**src/hdl/sacc_pkg.sv**
```systemverilog
// ----------------------------------------------------------------------------
// sacc_pkg
// Shared types, constants and helpers of the cache tag controller.
// ----------------------------------------------------------------------------
package sacc_pkg;

  // width of the address and line address ports
  localparam int ADDR_W = 32;

  // one classified access waiting for the back end
  typedef struct packed {
    logic              mark_dirty;  // write in write-back mode
    logic              fwd_write;   // write in write-through mode
    logic [ADDR_W-1:0] line_addr;   // masked address, offset cleared
  } acc_t;

  // status from the back end to the front end
  typedef struct packed {
    logic clearing;                 // tag store init sweep in progress
  } back_stat_t;

  // log2 rounded down
  function automatic int floor_log2(input int v);
    int r;
    int t;
    r = 0;
    t = v;
    while (t > 1) begin
      t = t >> 1;
      r = r + 1;
    end
    return r;
  endfunction

  // mask keeping the low address bits in use
  function automatic logic [ADDR_W-1:0] addr_mask(input int bits);
    if (bits >= ADDR_W) begin
      return '1;
    end
    return ADDR_W'((64'd1 << bits) - 64'd1);
  endfunction

endpackage

```
**src/hdl/sacc_queue.sv**
```systemverilog
// ----------------------------------------------------------------------------
// sacc_queue
// Two-entry access queue between the front and back ends.
// ----------------------------------------------------------------------------
module sacc_queue (
  input  logic            clk_i,
  input  logic            rst_ni,
  input  logic            push_i,
  input  sacc_pkg::acc_t  push_data_i,
  input  logic            pop_i,
  output sacc_pkg::acc_t  head_o,
  output logic            empty_o,
  output logic            full_o
);
  import sacc_pkg::*;

  acc_t       slot_q [2];
  logic       wr_ptr_q, wr_ptr_d;
  logic       rd_ptr_q, rd_ptr_d;
  logic [1:0] cnt_q, cnt_d;

  assign empty_o = (cnt_q == 2'd0);
  assign full_o  = (cnt_q == 2'd2);
  assign head_o  = slot_q[rd_ptr_q];

  // pointer and fill count update
  always_comb begin
    wr_ptr_d = push_i ? !wr_ptr_q : wr_ptr_q;
    rd_ptr_d = pop_i ? !rd_ptr_q : rd_ptr_q;
    cnt_d    = cnt_q + {1'b0, push_i} - {1'b0, pop_i};
  end

  always_ff @(posedge clk_i or negedge rst_ni) begin
    if (!rst_ni) begin
      wr_ptr_q <= 1'b0;
      rd_ptr_q <= 1'b0;
      cnt_q    <= 2'd0;
    end else begin
      wr_ptr_q <= wr_ptr_d;
      rd_ptr_q <= rd_ptr_d;
      cnt_q    <= cnt_d;
    end
  end

  // entry storage
  always_ff @(posedge clk_i) begin
    if (push_i) begin
      slot_q[wr_ptr_q] <= push_data_i;
    end
  end

endmodule

```
**config.mk**
```make
export PLATFORM = sky130hd
export DESIGN_NAME = sacc_queue
export DESIGN_NICKNAME = d
export VERILOG_FILES = /design/src/hdl/sacc_pkg.sv /design/src/hdl/sacc_queue.sv
export SDC_FILE = /design/constraint.sdc
export NUM_CORES = 1
export LEC_CHECK = 0
export ABC_CLOCK_PERIOD_IN_PS = 2600
export BUFFER_PORTS_ARGS = -buffer_cell sky130_fd_sc_hd__buf_2
export CORE_MARGIN = 2
export CORE_UTILIZATION = 46
export CTS_CLUSTER_DIAMETER = 150
export CTS_CLUSTER_SIZE = 28
export DETAILED_ROUTE_END_ITERATION = 16
export GPL_TIMING_DRIVEN = 0
export PLACE_DENSITY_LB_ADDON = 0.12
export SKIP_LAST_GASP = 1
export SYNTH_ARGS = -nofsm -noshare
export SYNTH_HDL_FRONTEND = slang
export SYNTH_SLANG_ARGS = --single-unit
export TNS_END_PERCENT = 5
```
**constraint.sdc**
```tcl
create_clock -name clk_i -period 2.6 [get_ports clk_i]
set_input_delay 0 -clock clk_i [delete_from_list [all_inputs] [get_ports clk_i]]
set_output_delay 0 -clock clk_i [all_outputs]
set_load 0.005 [all_outputs]
```
# Word level (Yosys, flattened, before mapping)
# Memories as Yosys holds them, arrays and structs flattened.
# Cells that the tools add are included.
# word_totals
reg_bits	4
ram_bits	68
wordCells	12
memories	1
# op_classes
n_addsub	2
eq_ne	1
n_mux	2
n_reduce_logical	3
# memory_table
memory	words	word_bits	read_ports	rd_ports_with_merged_regs	wr	line	source
slot_q	2	34	1	0	1	sacc_queue.sv:17	acc_t slot_q [2];
# op_table
op	n
$add A2 B1 Y2	1
$eq A2 B2 Y1 const B	1
$logic_not A1 Y1	2
$logic_not A2 Y1	1
$mux W1	2
$sub A2 B1 Y2	1

# Logic depth before layout (Yosys ltp)
# depth
depth_word	2
depth_mapped	5
mapped_depth_nobuf	5

# Least setup slack after synthesis
# OpenSTA, ideal clock, no wires.
# synth_path
kind	reg-to-reg
from	reg wr_ptr_q
to	mem slot_q[0][0] (netlist bit), enable pin
setup_time_ns	0.429
t_arrival_ns	1.930
t_required_ns	2.171
slack_ns	0.241
stages_incl_launch_ff	2
path_buffers	0
path_cell_list	dfrtp_1 nor2b_1
# synth_rtl
element	line	source
start, declared	sacc_queue.sv:18	logic wr_ptr_q, wr_ptr_d;
start signal, assigned	sacc_queue.sv:39	wr_ptr_q <= wr_ptr_d;
end, declared	sacc_queue.sv:17	
# No word-level cell before the write port.

# Worst setup path after layout
# layout_path
from	reg wr_ptr_q
to	mem slot_q[1][12] (netlist bit), enable pin
# No word-level cell before the write port.

==> flow_metrics.env <==
export IMPL_drtAntennaViolNets=0
export IMPL_hold_path_class="primary input to register"
export IMPL_drt_total_wl_um=4432
export IMPL_worstPathRequired_ps=2560
export IMPL_clkLatencyLatePin_ps=330
export IMPL_post_route_util_pct=65.51
export IMPL_timing_max_slew_rel_slack_pct=45.85
export IMPL_rsz0062_at_grt="false"
export IMPL_postSynthCellCount=121
export IMPL_route_detailed_drc=0
export IMPL_layout_worst_path_cycle_share_pct=58.38
export IMPL_multi_input_gate_area_um2=589.3
export IMPL_mostFrequentLayoutCell="buf_2"
export IMPL_grt_pass1_vias=1487
export IMPL_die_x_um=82.04
export IMPL_timing_final_ws_setup_ps=1082
export IMPL_status="finished, final reports clean"
export IMPL_seq_area_frac_synth_pct=76.46
export IMPL_detail_route_iter0_violations=42
export IMPL_yosysTopAreaCell="edfxtp_1"
export IMPL_finalWorstPathRequiredPeriod_ps=1518
export IMPL_timing_rr_start="wr_ptr_q"
export IMPL_synth_simple_gate_area_share_pct=0.8039
export IMPL_hpwl_um=2922
export IMPL_pin_count=74
export IMPL_cts_post_setup_buffers_inserted=0
export IMPL_clock_root_buffer="clkbuf_8"
export IMPL_routability_driven_placement_congestion_ratio=0.6671
export IMPL_timing_hold_violations_final=0
export IMPL_initial_antenna_violation_count=0
export IMPL_syn_num_nets=161
export IMPL_critical_path_cell_chain="and2_2"
export IMPL_fp_coreArea_um2=5921
export IMPL_crit_path_end_kind="register"
export IMPL_htree_levels=3
export IMPL_clock_fmax_mhz=658.9
export IMPL_buffers_inverters_on_critical_path=0
export IMPL_grtUsageTotal_pct=13.80
export IMPL_critPathTopFamily="simple AND/OR/NAND/NOR gates"
export IMPL_via_count=1485
export IMPL_wire_per_inst_um=13.72
export IMPL_place_area_um2=3289
export IMPL_leakage_nw=1.601
export IMPL_drt_vias_per_instance=4.598
export IMPL_crit_path_max_incr_delay_ps=710
export IMPL_timing_final_setup_violations=0
export IMPL_numCtsBuffers=9
export IMPL_io_buffer_count=73
export IMPL_rows=28
export IMPL_netlist_area_before_placement_um2=2801
export IMPL_num_antenna_cells=0
export IMPL_synth_area_per_cell_um2=23.15
export IMPL_fin_total_pwr_mw=3.753
export IMPL_crit_path_start="wr_ptr_q"
export IMPL_crit_fanout=34
export IMPL_grt_first_pass_wirelength_um=6499
export IMPL_initial_utilization_pct=47.32
export IMPL_synth_top_family_by_area="multiplexers"
export IMPL_hold_ws_ps=393.2
export IMPL_drive_gt1_share_pct=51.61
export IMPL_detailedRoute_firstPassIterationCount=4
export IMPL_synth_fa_ha_area_share_pct=0.8933
export IMPL_clock_path_buffers=2
export IMPL_yosys_warnings=0
export IMPL_fill_cells=428
export IMPL_power_per_cell_area_nw_per_um2=967.5
export IMPL_yosys_cell_types_count=13
export IMPL_mostFrequentLayoutCells="73 x buf_2, 68 x edfxtp_1, 38 x dlygate4sd3_1"
export IMPL_final_max_slew_violation_count=0
export IMPL_worst_setup_path_class="register to register"
export IMPL_ys_top_cells_by_area="edfxtp_1 73%, mux2_4 16%, dfrtp_1 3.6%"
export IMPL_area_sequential_um2=2142
export IMPL_grt_overflow=0
export IMPL_dp_cells=270
export IMPL_fin_cells=323
export IMPL_synthToLayoutAreaGrowth_pct=38.45
export IMPL_largest_net_degree_at_the_start_of_global_routing=35
export IMPL_die_height_um=82.04
export IMPL_post_synthesis_compound_gate_area_fraction_pct=0
export IMPL_cts_sinks=72
export IMPL_critPathArrivalTime_ps=1470
export IMPL_tritoncts="built"
export IMPL_postLayoutCellArea_um2=3879
export IMPL_final_nets=284
export IMPL_timing_clock_skew_ps=4.082
export IMPL_worst_setup_hold_path_clk_slew_ps=70
export IMPL_placement_setup_worst_slack_ps=1046
export IMPL_crit_slowest_cell="and2_2"
export IMPL_synth_largest_type_area_fraction_pct=72.89
export IMPL_synth_xor_area_share_pct=1.474
export IMPL_synth_seq_cells=72
export IMPL_vdd_ir_drop_worst_mv=0.6752
export IMPL_max_cap_violations=0
export IMPL_mux_contribution_to_synthesized_area_pct=17.55
export IMPL_setup_worst_path_start_class="register"
export IMPL_setup_tns_ps=0
export IMPL_holdCritStartpoint="push_data_i[18]"
export IMPL_timing_worst_slew_pin_value_ps=812.2
export IMPL_die_area_um2=6731
flip-flops by register name, summed over array words and instances, names as in the netlist:
| name | flops |
|---|---|
| wr_ptr_q | 1 |
| rd_ptr_q | 1 |
| slot_q | 68 |
| cnt_q | 2 |
timing repair:
item	in CTS	in global routing
hold buffers	38	0
resized for setup	0	0
hold endpoints to repair	75	0
cell families (layout without fill, tap and decap cells):
kind of cell | Yosys count | count (layout)
XOR/XNOR | 3 | 3
buffers and inverters | 6 | 133
flip-flops | 72 | 72
multiplexers | 34 | 34
adder cells (fa/ha/maj) | 2 | 2
AND/OR/NAND/NOR | 4 | 4
area by class of cell:
class / instances / area share, %
Clock inverter: 6 / 2.194
Sequential cell: 72 / 55.23
Inverter: 2 / 0.1935
Multi-Input combinational cell: 43 / 15.19
Tap cell: 75 / 2.419
Buffer: 4 / 1.839
Timing Repair Buffer: 112 / 19.74
Clock buffer: 9 / 3.194
routing by layer:
| layer | up-vias | wire length [um] | global-route usage (%) | share of wire, % |
|---|---|---|---|---|
| met3 | 8 | 204 | 4.396 | 4.6 |
| met5 | - | 0 | 0 | 0 |
| li1 | 716 | - | - | - |
| met4 | 0 | 66 | 7.000 | 1.5 |
| met2 | 44 | 2485 | 25.04 | 56 |
| met1 | 717 | 1676 | 14.15 | 38 |
Yosys cell counts:
library cell   n
and2_1         1
buf_12         3
buf_6          1
dfrtp_1        4
edfxtp_1      68
ha_1           2
inv_1          2
mux2_2         5
mux2_4        29
nor2_1         1
nor2b_1        2
xor2_1         2
xor3_1         1
worst paths after layout:
kind	end	slack, ps	cells after the start
min in group asynchronous	cnt_q[1]	590	3
worst max-delay path	slot_q[1][12]	1080	1
worst max register to register	slot_q[1][12]	1080	1
worst min-delay path	slot_q[0][18]	390	2
max in group asynchronous	rd_ptr_q	1840	3
worst min register to register	wr_ptr_q	560	1
power by group:
group	switching [mW]	leakage, nW	internal (mW)
combinational	0.495	0.813	0.737
sequential	0.0717	0.685	1.55
clock	0.371	0.103	0.531
total	0.938	1.60	2.81
Note: power is estimated with default switching activity, not from simulation.
